`src/rtl/bsa_pkg.sv`:
```
// Shared types, constants and helper functions of the bipartition set ALU.
package bsa_pkg;

  localparam int unsigned SET_W  = 64;
  localparam int unsigned TAXA_W = 7;

  // Taxa count after reset.
  localparam logic [TAXA_W-1:0] TaxaReset = 7'd64;

  // Operation codes carried in the input tuser.
  typedef enum logic [2:0] {
    OP_CANON   = 3'd0,
    OP_COMBINE = 3'd1,
    OP_COMPARE = 3'd2,
    OP_COMPAT  = 3'd3,
    OP_FILL    = 3'd4
  } bsa_op_e;

  // One input word as it enters the pipeline.
  typedef struct packed {
    logic [2:0]        op;
    logic [SET_W-1:0]  first_set;
    logic [SET_W-1:0]  second_set;
    logic              fill_value;
    logic [TAXA_W-1:0] span;
  } bsa_in_t;

  // Stage one result: masked operands, the set to canonicalize, early flags.
  typedef struct packed {
    logic [2:0]       op;
    logic [SET_W-1:0] a;
    logic [SET_W-1:0] b;
    logic [SET_W-1:0] t;
    logic             compat;
    logic             fail;
  } bsa_prep_t;

  // Stage two result: population counts and the compare tie-break.
  typedef struct packed {
    logic [2:0]        op;
    logic [SET_W-1:0]  a;
    logic [SET_W-1:0]  t;
    logic [TAXA_W-1:0] pop_a;
    logic [TAXA_W-1:0] pop_b;
    logic [TAXA_W-1:0] pop_t;
    logic              eq;
    logic              low_in_a;
    logic              compat;
    logic              fail;
  } bsa_count_t;

  // Final result word.
  typedef struct packed {
    logic [SET_W-1:0]  result_set;
    logic [TAXA_W-1:0] set_size;
    logic              is_less;
    logic              is_equal;
    logic              is_compatible;
    logic              cannot_combine;
  } bsa_out_t;

  // Mask with the low k bits set; k of 64 or more gives all ones.
  function automatic logic [SET_W-1:0] low_mask(logic [TAXA_W-1:0] k);
    logic [SET_W-1:0] m;
    for (int i = 0; i < SET_W; i++) begin
      m[i] = (TAXA_W'(i) < k);
    end
    return m;
  endfunction

endpackage

```
`src/rtl/bsa_prep.sv`:
```
// First pipeline stage: operand masking, join selection, fill and span tests.
module bsa_prep (
  input  logic                               clk_i,
  input  logic                               rst_ni,
  input  logic [bsa_pkg::TAXA_W-1:0]         n_i,
  input  logic [bsa_pkg::SET_W-1:0]          mask_i,
  input  logic                               valid_i,
  output logic                               ready_o,
  input  bsa_pkg::bsa_in_t                   data_i,
  output logic                               valid_o,
  input  logic                               ready_i,
  output bsa_pkg::bsa_prep_t                 data_o
);
  import bsa_pkg::*;

  logic [SET_W-1:0]  a, b, na, nb, t, x, y, sm;
  logic [TAXA_W-1:0] sp;
  logic              fail, compat;
  logic              valid_q;
  bsa_prep_t         data_d, data_q;

  // Mask operands, build the set that later gets canonicalized, and set the compat and fail flags.
  always_comb begin
    a      = data_i.first_set & mask_i;
    b      = data_i.second_set & mask_i;
    na     = ~a & mask_i;
    nb     = ~b & mask_i;
    t      = a;
    fail   = 1'b0;
    compat = 1'b0;
    sp     = (data_i.span < n_i) ? data_i.span : n_i;
    sm     = low_mask(sp);
    x      = a & sm;
    y      = b & sm;
    case (data_i.op)
      OP_COMBINE: begin
        if ((a & b) == '0) begin
          t = a | b;
        end else if ((na & b) == '0) begin
          t = na | b;
        end else begin
          t    = a | nb;
          fail = ((a & nb) != '0);
        end
      end
      OP_FILL: begin
        t = (a & ~b) | (data_i.fill_value ? b : '0);
      end
      OP_COMPAT: begin
        compat = ((x & ~y) == '0) || ((y & ~x) == '0) || ((x & y) == '0) ||
                 ((~x & ~y & sm) == '0);
      end
      default: begin
        t = a;
      end
    endcase
    data_d.op     = data_i.op;
    data_d.a      = a;
    data_d.b      = b;
    data_d.t      = t;
    data_d.compat = compat;
    data_d.fail   = fail;
  end

  assign ready_o = !valid_q || ready_i;

  // Stage register with its valid bit.
  always_ff @(posedge clk_i or negedge rst_ni) begin
    if (!rst_ni) begin
      valid_q <= 1'b0;
    end else if (ready_o) begin
      valid_q <= valid_i;
    end
  end

  always_ff @(posedge clk_i) begin
    if (valid_i && ready_o) begin
      data_q <= data_d;
    end
  end

  assign valid_o = valid_q;
  assign data_o  = data_q;

endmodule

```
`src/rtl/bsa_count.sv`:
```
// Second pipeline stage: population counts and the compare tie-break bit.
module bsa_count (
  input  logic                clk_i,
  input  logic                rst_ni,
  input  logic                valid_i,
  output logic                ready_o,
  input  bsa_pkg::bsa_prep_t  data_i,
  output logic                valid_o,
  input  logic                ready_i,
  output bsa_pkg::bsa_count_t data_o
);
  import bsa_pkg::*;

  // Adder tree over 64 bits, one level per loop and the last level in the return.
  function automatic logic [TAXA_W-1:0] popcnt(logic [SET_W-1:0] v);
    logic [1:0] l1 [32];
    logic [2:0] l2 [16];
    logic [3:0] l3 [8];
    logic [4:0] l4 [4];
    logic [5:0] l5 [2];
    for (int i = 0; i < 32; i++) l1[i] = {1'b0, v[2*i]} + {1'b0, v[2*i+1]};
    for (int i = 0; i < 16; i++) l2[i] = {1'b0, l1[2*i]} + {1'b0, l1[2*i+1]};
    for (int i = 0; i < 8; i++)  l3[i] = {1'b0, l2[2*i]} + {1'b0, l2[2*i+1]};
    for (int i = 0; i < 4; i++)  l4[i] = {1'b0, l3[2*i]} + {1'b0, l3[2*i+1]};
    for (int i = 0; i < 2; i++)  l5[i] = {1'b0, l4[2*i]} + {1'b0, l4[2*i+1]};
    return {1'b0, l5[0]} + {1'b0, l5[1]};
  endfunction

  logic [SET_W-1:0] d, low;
  logic             valid_q;
  bsa_count_t       data_d, data_q;

  // Counts of both operands and of the join, plus the lowest differing taxon.
  always_comb begin
    d                = data_i.a ^ data_i.b;
    low              = d & (~d + 64'd1);
    data_d.op        = data_i.op;
    data_d.a         = data_i.a;
    data_d.t         = data_i.t;
    data_d.pop_a     = popcnt(data_i.a);
    data_d.pop_b     = popcnt(data_i.b);
    data_d.pop_t     = popcnt(data_i.t);
    data_d.eq        = (data_i.op == OP_COMPARE) && (d == '0);
    data_d.low_in_a  = ((data_i.a & low) != '0);
    data_d.compat    = data_i.compat;
    data_d.fail      = data_i.fail;
  end

  assign ready_o = !valid_q || ready_i;

  // Stage register with its valid bit.
  always_ff @(posedge clk_i or negedge rst_ni) begin
    if (!rst_ni) begin
      valid_q <= 1'b0;
    end else if (ready_o) begin
      valid_q <= valid_i;
    end
  end

  always_ff @(posedge clk_i) begin
    if (valid_i && ready_o) begin
      data_q <= data_d;
    end
  end

  assign valid_o = valid_q;
  assign data_o  = data_q;

endmodule

```
`src/rtl/bsa_final.sv`:
```
// Third pipeline stage: canonical inversion, result size, compare order; output register.
module bsa_final (
  input  logic                        clk_i,
  input  logic                        rst_ni,
  input  logic [bsa_pkg::TAXA_W-1:0]  n_i,
  input  logic [bsa_pkg::SET_W-1:0]   mask_i,
  input  logic                        valid_i,
  output logic                        ready_o,
  input  bsa_pkg::bsa_count_t         data_i,
  output logic                        valid_o,
  input  logic                        ready_i,
  output bsa_pkg::bsa_out_t           data_o
);
  import bsa_pkg::*;

  logic     canon_op, inv, less;
  logic     valid_q;
  bsa_out_t data_d, data_q;

  // A set with more than half of the taxa is inverted within the mask.
  always_comb begin
    canon_op = (data_i.op == OP_CANON) || (data_i.op == OP_COMBINE) ||
               (data_i.op == OP_FILL);
    inv      = ({data_i.pop_t, 1'b0} > {1'b0, n_i});
    if (data_i.pop_a < data_i.pop_b) begin
      less = 1'b1;
    end else if (data_i.pop_a > data_i.pop_b) begin
      less = 1'b0;
    end else if (data_i.eq) begin
      less = 1'b0;
    end else begin
      less = !data_i.low_in_a;
    end
    if (canon_op) begin
      data_d.result_set = inv ? (~data_i.t & mask_i) : data_i.t;
      data_d.set_size   = inv ? (n_i - data_i.pop_t) : data_i.pop_t;
    end else begin
      data_d.result_set = data_i.a;
      data_d.set_size   = data_i.pop_a;
    end
    data_d.is_less        = (data_i.op == OP_COMPARE) && less;
    data_d.is_equal       = data_i.eq;
    data_d.is_compatible  = data_i.compat;
    data_d.cannot_combine = data_i.fail;
  end

  assign ready_o = !valid_q || ready_i;

  // Output register; holds the word while the receiver stalls.
  always_ff @(posedge clk_i or negedge rst_ni) begin
    if (!rst_ni) begin
      valid_q <= 1'b0;
    end else if (ready_o) begin
      valid_q <= valid_i;
    end
  end

  always_ff @(posedge clk_i) begin
    if (valid_i && ready_o) begin
      data_q <= data_d;
    end
  end

  assign valid_o = valid_q;
  assign data_o  = data_q;

endmodule

```
`src/rtl/bipartition_set_alu.sv`:
```
// Top level of the bipartition set ALU: config register and three-stage pipeline.
//
// The block applies one set operation to each input word and returns one
// result word. The input stream carries the operation in tuser and the two
// 64-bit taxon sets, the fill value and the span in tdata. The output stream
// carries the result set, its size and four flags in tdata.
// The taxa count register is written through cfg_we_i / cfg_wdata_i only
// while no word is in flight, a rule on the user that the block does not
// enforce; it resets to 64, and the count in use is clamped to MAX_TAXA.
// Words pass in order through three register stages (masking and join,
// popcount trees, canonical inversion) at one word per cycle unless the
// receiver stalls; a stage takes a word when empty or its successor moves.
// When the receiver stalls the output register holds its word, the stages
// behind it fill up, and s_axis_tready drops only once all three are full;
// nothing is lost or repeated. Reset empties the pipeline and restores the
// taxa count.
module bipartition_set_alu #(
  parameter int unsigned MAX_TAXA = 64
) (
  input  logic         clk_i,
  input  logic         rst_ni,
  // Configuration: taxa count.
  input  logic         cfg_we_i,
  input  logic [6:0]   cfg_wdata_i,
  // Input words.
  input  logic         s_axis_tvalid,
  output logic         s_axis_tready,
  // [63:0] first_set, [127:64] second_set, [128] fill_value, [135:129] span
  input  logic [135:0] s_axis_tdata,
  // [2:0] operation
  input  logic [2:0]   s_axis_tuser,
  // Result words.
  output logic         m_axis_tvalid,
  input  logic         m_axis_tready,
  // [63:0] result_set, [70:64] set_size, [71] is_less, [72] is_equal,
  // [73] is_compatible, [74] cannot_combine, [79:75] zero
  output logic [79:0]  m_axis_tdata
);
  import bsa_pkg::*;

  logic [TAXA_W-1:0] taxa_q, taxa_d, n;
  logic [SET_W-1:0]  mask;
  bsa_in_t           in_word;
  logic              p_valid, p_ready, c_valid, c_ready;
  bsa_prep_t         p_data;
  bsa_count_t        c_data;
  bsa_out_t          out_word;

  // Taxa count register.
  assign taxa_d = cfg_we_i ? cfg_wdata_i : taxa_q;

  always_ff @(posedge clk_i or negedge rst_ni) begin
    if (!rst_ni) begin
      taxa_q <= TaxaReset;
    end else begin
      taxa_q <= taxa_d;
    end
  end

  // Taxa in use and their mask.
  assign n    = (taxa_q > TAXA_W'(MAX_TAXA)) ? TAXA_W'(MAX_TAXA) : taxa_q;
  assign mask = low_mask(n);

  // Unpack the input word.
  assign in_word.op         = s_axis_tuser;
  assign in_word.first_set  = s_axis_tdata[63:0];
  assign in_word.second_set = s_axis_tdata[127:64];
  assign in_word.fill_value = s_axis_tdata[128];
  assign in_word.span       = s_axis_tdata[135:129];

  bsa_prep u_prep (
    .clk_i   (clk_i),
    .rst_ni  (rst_ni),
    .n_i     (n),
    .mask_i  (mask),
    .valid_i (s_axis_tvalid),
    .ready_o (s_axis_tready),
    .data_i  (in_word),
    .valid_o (p_valid),
    .ready_i (p_ready),
    .data_o  (p_data)
  );

  bsa_count u_count (
    .clk_i   (clk_i),
    .rst_ni  (rst_ni),
    .valid_i (p_valid),
    .ready_o (p_ready),
    .data_i  (p_data),
    .valid_o (c_valid),
    .ready_i (c_ready),
    .data_o  (c_data)
  );

  bsa_final u_final (
    .clk_i   (clk_i),
    .rst_ni  (rst_ni),
    .n_i     (n),
    .mask_i  (mask),
    .valid_i (c_valid),
    .ready_o (c_ready),
    .data_i  (c_data),
    .valid_o (m_axis_tvalid),
    .ready_i (m_axis_tready),
    .data_o  (out_word)
  );

  // Pack the result word.
  assign m_axis_tdata = {5'b0, out_word.cannot_combine, out_word.is_compatible,
                         out_word.is_equal, out_word.is_less, out_word.set_size,
                         out_word.result_set};

endmodule

```
`config.mk`:
```
export PLATFORM = sky130hd
export DESIGN_NAME = bipartition_set_alu
export DESIGN_NICKNAME = d
export VERILOG_FILES = /design/src/rtl/bsa_pkg.sv /design/src/rtl/bsa_prep.sv /design/src/rtl/bsa_count.sv /design/src/rtl/bsa_final.sv /design/src/rtl/bipartition_set_alu.sv
export SDC_FILE = /design/constraint.sdc
export NUM_CORES = 2
export LEC_CHECK = 0
export BUFFER_PORTS_ARGS = -buffer_cell sky130_fd_sc_hd__buf_2
export CAP_MARGIN = 0
export CORE_MARGIN = 2
export CORE_UTILIZATION = 40
export CTS_BUF_LIST = sky130_fd_sc_hd__clkbuf_8
export DETAILED_ROUTE_END_ITERATION = 8
export HOLD_SLACK_MARGIN = 0.05
export SLEW_MARGIN = 20
export SYNTH_ARGS = -nofsm -noshare
export SYNTH_HDL_FRONTEND = slang
export SYNTH_HIERARCHICAL = 1
export SYNTH_SLANG_ARGS = --single-unit
```
`constraint.sdc`:
```
create_clock -name clk_i -period 7.8 [get_ports clk_i]
set_clock_uncertainty 0.15 [all_clocks]
set_input_delay 0 -clock clk_i [delete_from_list [all_inputs] [get_ports clk_i]]
set_output_delay 0 -clock clk_i [all_outputs]
set_load 0.02 [all_outputs]
```
; ---- Word level (Yosys, flattened, before mapping)
; Index checks and enable logic that the tools add are counted.
[word_totals]
register_bits = 438
input_bits = 151
output_inout_bits = 82
word_cells = 427
[classes]
n_addsub = 191
magnitude_cmp = 133
n_eq_ne = 7
n_mux = 12
n_bitwise = 30
reduce_logical = 28
[op_table]
columns = op, n
row1 = $and A64 B64 Y64, 18
row2 = $logic_not A64 Y1, 7
row3 = $lt A6 B7 Y1 const A, 64
row4 = $not A64 Y64, 6
row5 = $mux W64, 4
row6 = $or A64 B64 Y64, 4
row7 = $lt A5 B7 Y1 const A, 32
row8 = $add A1 B1 Y2, 96
row9 = $add A2 B2 Y3, 48
row10 = $pmux W64 S2, 1
row11 = $reduce_bool A64 Y1, 2
row12 = $lt A4 B7 Y1 const A, 16
row13 = $add A3 B3 Y4, 24
row14 = $mux W71, 1
row15 = $add A64 B1 Y64 const B, 1
row16 = $xor A64 B64 Y64, 1
row17 = $add A4 B4 Y5, 12
row18 = $lt A3 B7 Y1 const A, 8
row19 = $add A5 B5 Y6, 6
row20 = $lt A1 B7 Y1 const A, 4
row21 = $lt A2 B7 Y1 const A, 4
row22 = $add A6 B6 Y7, 3
row23 = $mux W7, 3
row24 = $lt A7 B7 Y1, 2
row25 = other kinds (14), 34

; ---- Depth between registers and ports, before layout
[logic_depth]
ltp_word = 12
depth_mapped = 22
ltp_nobuf = 22

; ---- By module
; Netlist, hierarchy kept.
[modules_own_cells]
columns = module, instances, cells_per_inst, area_per_inst_um2, seq_area_each_um2
row1 = bsa_prep, 1, 1914, 15250.9, 5940.7
row2 = bsa_count, 1, 939, 11576.1, 4709.5
row3 = bsa_final, 1, 476, 4740.8, 2277.2
row4 = bipartition_set_alu, 1, 158, 987.2, 176.4

; ---- Worst setup path after synthesis
; OpenSTA, ideal clock, no wires.
[synth_timing]
path_type = reg-to-reg
start = reg u_final.valid_q, in the netlist u_final/valid_o
end = reg u_prep.data_q (netlist bit u_prep/data_o[0]) (enable)
setup_time_ns = 0.581
arrival_time_ns = 5.484
required_time_ns = 7.069
setup_slack_ns = 1.585
path_stages_with_launch = 5
n_path_buf = 0
synth_period_minus_slack_ns = 6.215
cell_sequence = dfrtp_1 > nand2b_1 > nand2b_1 > nand2b_1 > and2_1
[synth_between]
elab_chain_cells = 5
[synth_rtl]
columns = element, line
row1 = "start, declared", bsa_final.sv:17  ; logic valid_q;
row2 = "start signal, assigned", bsa_final.sv:54  ; valid_q <= valid_i;
row3 = $logic_not A1 Y1, bsa_final.sv:47  ; assign ready_o = !valid_q || ready_i;
row4 = $logic_or A1 B1 Y1, bsa_final.sv:47
row5 = via c_ready, bipartition_set_alu.sv:44  ; logic p_valid, p_ready, c_valid, c_ready;
row6 = $logic_or A1 B1 Y1, bsa_count.sv:49  ; assign ready_o = !valid_q || ready_i;
row7 = via p_ready, bipartition_set_alu.sv:44
row8 = $logic_or A1 B1 Y1, bsa_prep.sv:65  ; assign ready_o = !valid_q || ready_i;
row9 = via s_axis_tready, bipartition_set_alu.sv:27  ; output logic s_axis_tready,
row10 = $logic_and A1 B1 Y1, bsa_prep.sv:77  ; if (valid_i && ready_o) begin
row11 = "end signal, assigned", bsa_prep.sv:78  ; data_q <= data_d;
row12 = "end, declared", bsa_prep.sv:20  ; bsa_prep_t data_d, data_q;
; The timed path passes the listed nets, and every way through them passes these cells.
; A chain may end at the register's enable or synchronous reset.

; ---- Final worst setup path
[layout_timing]
start = reg taxa_q[6]
end = reg u_prep.data_q (netlist bit u_prep/data_o[22]), data pin
[layout_between]
elab_chain_cells = 11
elab_cells_between_ends = 85
cone_classes = order compare (65) / mux (5) / bitwise (13) / reduce/logical (2)
[layout_rtl]
columns = element, line
row1 = "start, declared", bipartition_set_alu.sv:41  ; logic [TAXA_W-1:0] taxa_q, taxa_d, n;
row2 = "start signal, assigned", bipartition_set_alu.sv:54  ; taxa_q <= TaxaReset;
row3 = "start signal, assigned", bipartition_set_alu.sv:56  ; taxa_q <= taxa_d;
row4 = $gt A7 B7 Y1, bipartition_set_alu.sv:61  ; assign n = (taxa_q > TAXA_W'(MAX_TAXA)) ? TAXA_W'(MAX_TAXA) : taxa_q;
row5 = $mux W7 *, bipartition_set_alu.sv:61
row6 = $lt A6 B7 Y1 *, bsa_pkg.sv:66  ; m[i] = (TAXA_W'(i) < k);
row7 = via mask[57], bipartition_set_alu.sv:42  ; logic [SET_W-1:0] mask;
row8 = $and A64 B64 Y64, bsa_prep.sv:24  ; a = data_i.first_set & mask_i;
row9 = $not A64 Y64, bsa_prep.sv:26  ; na = ~a & mask_i;
row10 = $and A64 B64 Y64, bsa_prep.sv:26
row11 = $and A64 B64 Y64, bsa_prep.sv:39  ; end else if ((na & b) == '0) begin
row12 = $logic_not A64 Y1, bsa_prep.sv:39
row13 = $mux W64, bsa_prep.sv:39
row14 = $mux W64 *, bsa_prep.sv:37  ; if ((a & b) == '0) begin
row15 = $pmux W64 S2 *, bsa_prep.sv:35  ; case (data_i.op)
row16 = via u_prep.t[20], bsa_prep.sv:16  ; logic [SET_W-1:0] a, b, na, nb, t, x, y, sm;
; The timed path passes the listed nets; every way through them passes the cells marked *.

==> flow_metrics.py <==
metrics = {
    "cells_and_area": {
        "drive_gt1_share_pct": 14.9,
        "nNetsFinal": 4379,
        "fillers": 7786,
        "design_area_um2": 39000,
        "areaGrowthSynthToFinish_pct": 19.9,
    },
    "sta": {
        "maxSlewHeadroom_pct": 27.8,
        "period_needed_ns": 7.73,
        "tightest_slew_ns": 1.08,
        "drv_slew": 0,
        "rsz0062_at_grt": "false",
        "fin_ws_ns": 0.0653,
        "setup_viol": 0,
        "finalHoldViolCount": 0,
        "timing.final.crit_share_pct": 99.2,
        "max_freq_mhz": 129,
        "tns_ns": 0,
    },
    "setup_path": {
        "critPathRequiredTime_ns": 8.07,
        "ff2ff_setup_slack_ns": 0.07,
        "ff2ff_path_depth": 18,
        "critPathCapture": "u_prep/data_o[22]$_DFFE_PP_",
        "crit_arrival_ns": 8.01,
        "crit_type": "reg2reg",
        "reg2reg_from": "taxa_q[6]$_DFFE_PN1P_",
        "worstPathMaxFanout": 29,
        "crit_start": "taxa_q[6]$_DFFE_PN1P_",
        "startpoint_type": "flip-flop",
        "critPathCaptureType": "flip-flop",
        "worstReg2RegEnd": "u_prep/data_o[22]$_DFFE_PP_",
    },
    "detailed_routing": {
        "viasPerCell": 6.43,
        "vias": 32945,
        "wl_per_cell_um": 37.0,
        "drc": 0,
        "drt-initial-drc-count": 5756,
        "finalWirelength_um": 189000,
        "drt_first_pass_iters": 8,
        "antenna_left": 0,
    },
    "floorplanning": {
        "die_area_um2": 83700,
        "die_x_um": 289,
        "core_area_um2": 80500,
        "start_util_pct": 40.4,
        "rows": 104,
        "io_pins": 233,
        "die_h_um": 289,
    },
    "synthesis": {
        "synth.avg_cell_area_um2": 9.34,
        "synthFlopType": "edfxtp_1",
        "synth_edf_count": 428,
        "synthArstFlopShare_pct": 2.28,
        "syn_area_um2": 32600,
        "yosys_warnings": 6,
        "yosys.area.top_type": "edfxtp_1",
        "yosys.area.top_type_share_pct": 39.5,
        "synth_area_leaders": "edfxtp_1, fa_1, inv_1",
        "ys_ff_latch": 438,
        "synth_cell_type_count": 102,
        "syn-instance-count": 3487,
        "synth_seq_area_share_pct": 40.3,
    },
    "global_routing": {
        "grt_antenna_before_repair": 30,
        "grt-ovfl-total": 0,
        "grt_pass1_wl_um": 251000,
        "grt_pass1_vias": 30666,
        "grt_max_degree": 139,
        "gr-usage-all-layers_pct": 44.6,
    },
    "placed_design": {
        "placed_area_um2": 35400,
        "port_buffers": 227,
        "dp_hpwl_um": 154000,
        "place_congestion": 1.11,
        "pre_cts_ws_ns": 1.28,
    },
    "pwr": {
        "p_per_area_nw_per_um2": 505,
        "power_mw": 19.7,
        "p_leak_nw": 16.2,
        "peakVddDrop_mv": 1.32,
    },
    "clocking": {
        "cts_buffer_depth": 3,
        "cts_resized": 0,
        "cts_tree": "done",
        "path_clk_slew_ns": 0.06,
        "clockRootBuffer": "clkbuf_8",
        "cts.sinks": 438,
        "worstSkewPairLatency_ns": 0.70,
        "cts-buffers-inserted": 77,
        "cts-htree-levels": 3,
    },
    "status": {
        "outcome": "complete, no violations",
    },
    "run": {
        "maxCapViolCount": 0,
    },
    "worst_hold_path": {
        "hp-class": "in2reg",
    },
}
timing repair:
item                      4_1_cts  5_1_grt
hold buffers                  215        0
hold endpoints to repair      276        0
setup buffers                   0        0
critical path, stage by stage (launching register included):
cell and delay [ns]:
dfstp_2 0.96, buf_4 0.56, and4b_1 0.29, nor2_1 0.35, a21oi_1 0.30, nand2_1 0.44, o2111ai_1 0.23, nor4_1 0.65
nand4_1 0.32, nand2b_4 0.33, buf_12 0.21, or3b_2 0.46, dlygate4sd3_1 0.57, o2111ai_1 0.11, dlygate4sd3_1 0.60, a21oi_1 0.07
nor2_1 0.14, a21oi_1 0.05, dlygate4sd3_1 0.57
logic make-up (layout without fill, tap and decap cells):
| family | Yosys count | in the layout | share of synthesized area (%) |
|---|---|---|---|
| and+or+nand+nor | 1233 | 1233 | 19.3 |
| AOI/OAI and AO/OA | 852 | 852 | 16.8 |
| buffers and inverters | 618 | 1180 | 7.71 |
| DFF | 438 | 438 | 40.3 |
| adders and majority gates | 248 | 248 | 13.2 |
| xor gates and xnor gates | 80 | 80 | 2.15 |
| muxes | 17 | 17 | 0.546 |
| other | 1 | 15 | 0.0115 |
cell type report:
class / instances / area, um2 / share of cell area, %
Antenna cell: 10 / 25.0 / 0.0641
Clock buffer: 77 / 1060 / 2.72
Clock inverter: 61 / 360 / 0.923
Inverter: 467 / 1750 / 4.49
Multi-Input combinational cell: 2435 / 17000 / 43.7
Sequential cell: 438 / 13100 / 33.6
Tap cell: 1060 / 1330 / 3.40
Timing Repair Buffer: 575 / 4360 / 11.2
per-stage QoR:
step           hold slack, ns  std cells  util [%]
6_report                0.149       5123      48.5
5_1_grt                 0.101       5114      48.4
3_3_place_gp           -0.277       4760      44.0
2_1_floorplan          -0.446       3491         -
4_1_cts                0.0925       5113      48.4
3_5_place_dp           -0.270       4760      44.0
flip-flops by register name, summed over array words and instances (netlist names):
register,flops
taxa_q,7
u_count/data_o,156
u_count/valid_o,1
u_final/data_o,75
u_final/valid_o,1
u_prep/data_o,197
u_prep/valid_o,1
how the worst min path moves through the flow:
stage	start	to	slack (ns)	cells past startpoint
detailed placement	rst_ni	u_final/valid_o$_DFFE_PN0N_	-0.27	1
floorplan	rst_ni	taxa_q[0]$_DFFE_PN0P_	-0.45	0
CTS	s_axis_tdata[94]	u_prep/data_o[96]$_DFFE_PP_	0.09	3
global route	s_axis_tdata[94]	u_prep/data_o[96]$_DFFE_PP_	0.10	3
global placement	rst_ni	u_final/valid_o$_DFFE_PN0N_	-0.28	1
finish	s_axis_tdata[94]	u_prep/data_o[96]$_DFFE_PP_	0.15	3
where the power goes:
part	switching [mW]	leakage, nW	internal (mW)	total (mW)
registers	0.257	4.31	3.80	4.06
logic	7.95	11.1	5.65	13.6
clock network	1.07	0.816	0.981	2.05
metal layers:
metal | global-route usage [%] | part of all wire (%) | routed length [um]
met1 | 57.4 | 37 | 70700
met2 | 65.9 | 42 | 80500
met3 | 12.3 | 12 | 22900
met4 | 28.6 | 7.9 | 15100
met5 | 0.852 | 0.14 | 270
layout by cell type, fill, tap and decap left out, types with 11 or more instances in the layout:
| cell type | netlist | routed |
|---|---|---|
| o21ai_0 | 216 | 213 |
| nand2b_1 | 25 | 24 |
| o221ai_1 | 48 | 48 |
| o2111ai_1 | 40 | 40 |
| clkbuf_8 | 0 | 77 |
| a211oi_1 | 28 | 27 |
| and2_1 | 23 | 19 |
| and3_1 | 11 | 11 |
| nand2_1 | 354 | 353 |
| nor3_1 | 33 | 33 |
| dlygate4sd3_1 | 0 | 215 |
| clkinv_2 | 0 | 14 |
| mux2i_1 | 11 | 11 |
| edfxtp_1 | 428 | 428 |
| fa_1 | 163 | 163 |
| nand4_1 | 69 | 69 |
| o21ai_1 | 25 | 25 |
| ha_1 | 71 | 71 |
| xnor2_1 | 23 | 23 |
| buf_4 | 10 | 127 |
| a31oi_1 | 89 | 89 |
| or3b_2 | 83 | 83 |
| a21oi_1 | 206 | 205 |
| nor2_1 | 267 | 266 |
| clkinv_1 | 1 | 14 |
| maj3_1 | 11 | 11 |
| a21o_1 | 13 | 13 |
| nand3_1 | 198 | 198 |
| nand3b_1 | 59 | 59 |
| inv_1 | 462 | 485 |
| a22oi_1 | 52 | 52 |
| nor2b_1 | 18 | 17 |
| xor2_1 | 57 | 57 |
| a32oi_1 | 26 | 26 |
| nor4_1 | 35 | 35 |
| buf_2 | 24 | 227 |
synth_stat cells, types with 7 or more instances:
master	instances
a2111oi_0	10
a211oi_1	28
a21o_1	13
a21oi_1	206
a22oi_1	52
a2bb2oi_1	9
a31oi_1	89
a32oi_1	26
and2_1	23
and3_1	11
buf_1	12
buf_12	7
buf_2	24
buf_4	10
clkbuf_1	97
dfrtp_1	9
edfxtp_1	428
fa_1	163
ha_1	71
inv_1	462
maj3_1	11
mux2i_1	11
nand2_1	354
nand2b_1	25
nand3_1	198
nand3b_1	59
nand4_1	69
nor2_1	267
nor2b_1	18
nor3_1	33
nor4_1	35
o2111ai_1	40
o211ai_1	9
o21ai_0	216
o21ai_1	25
o21bai_1	9
o221ai_1	48
o31ai_1	9
or3_1	10
or3b_2	83
or4_1	7
xnor2_1	23
xor2_1	57
Note: power is estimated with default switching activity, not from simulation.
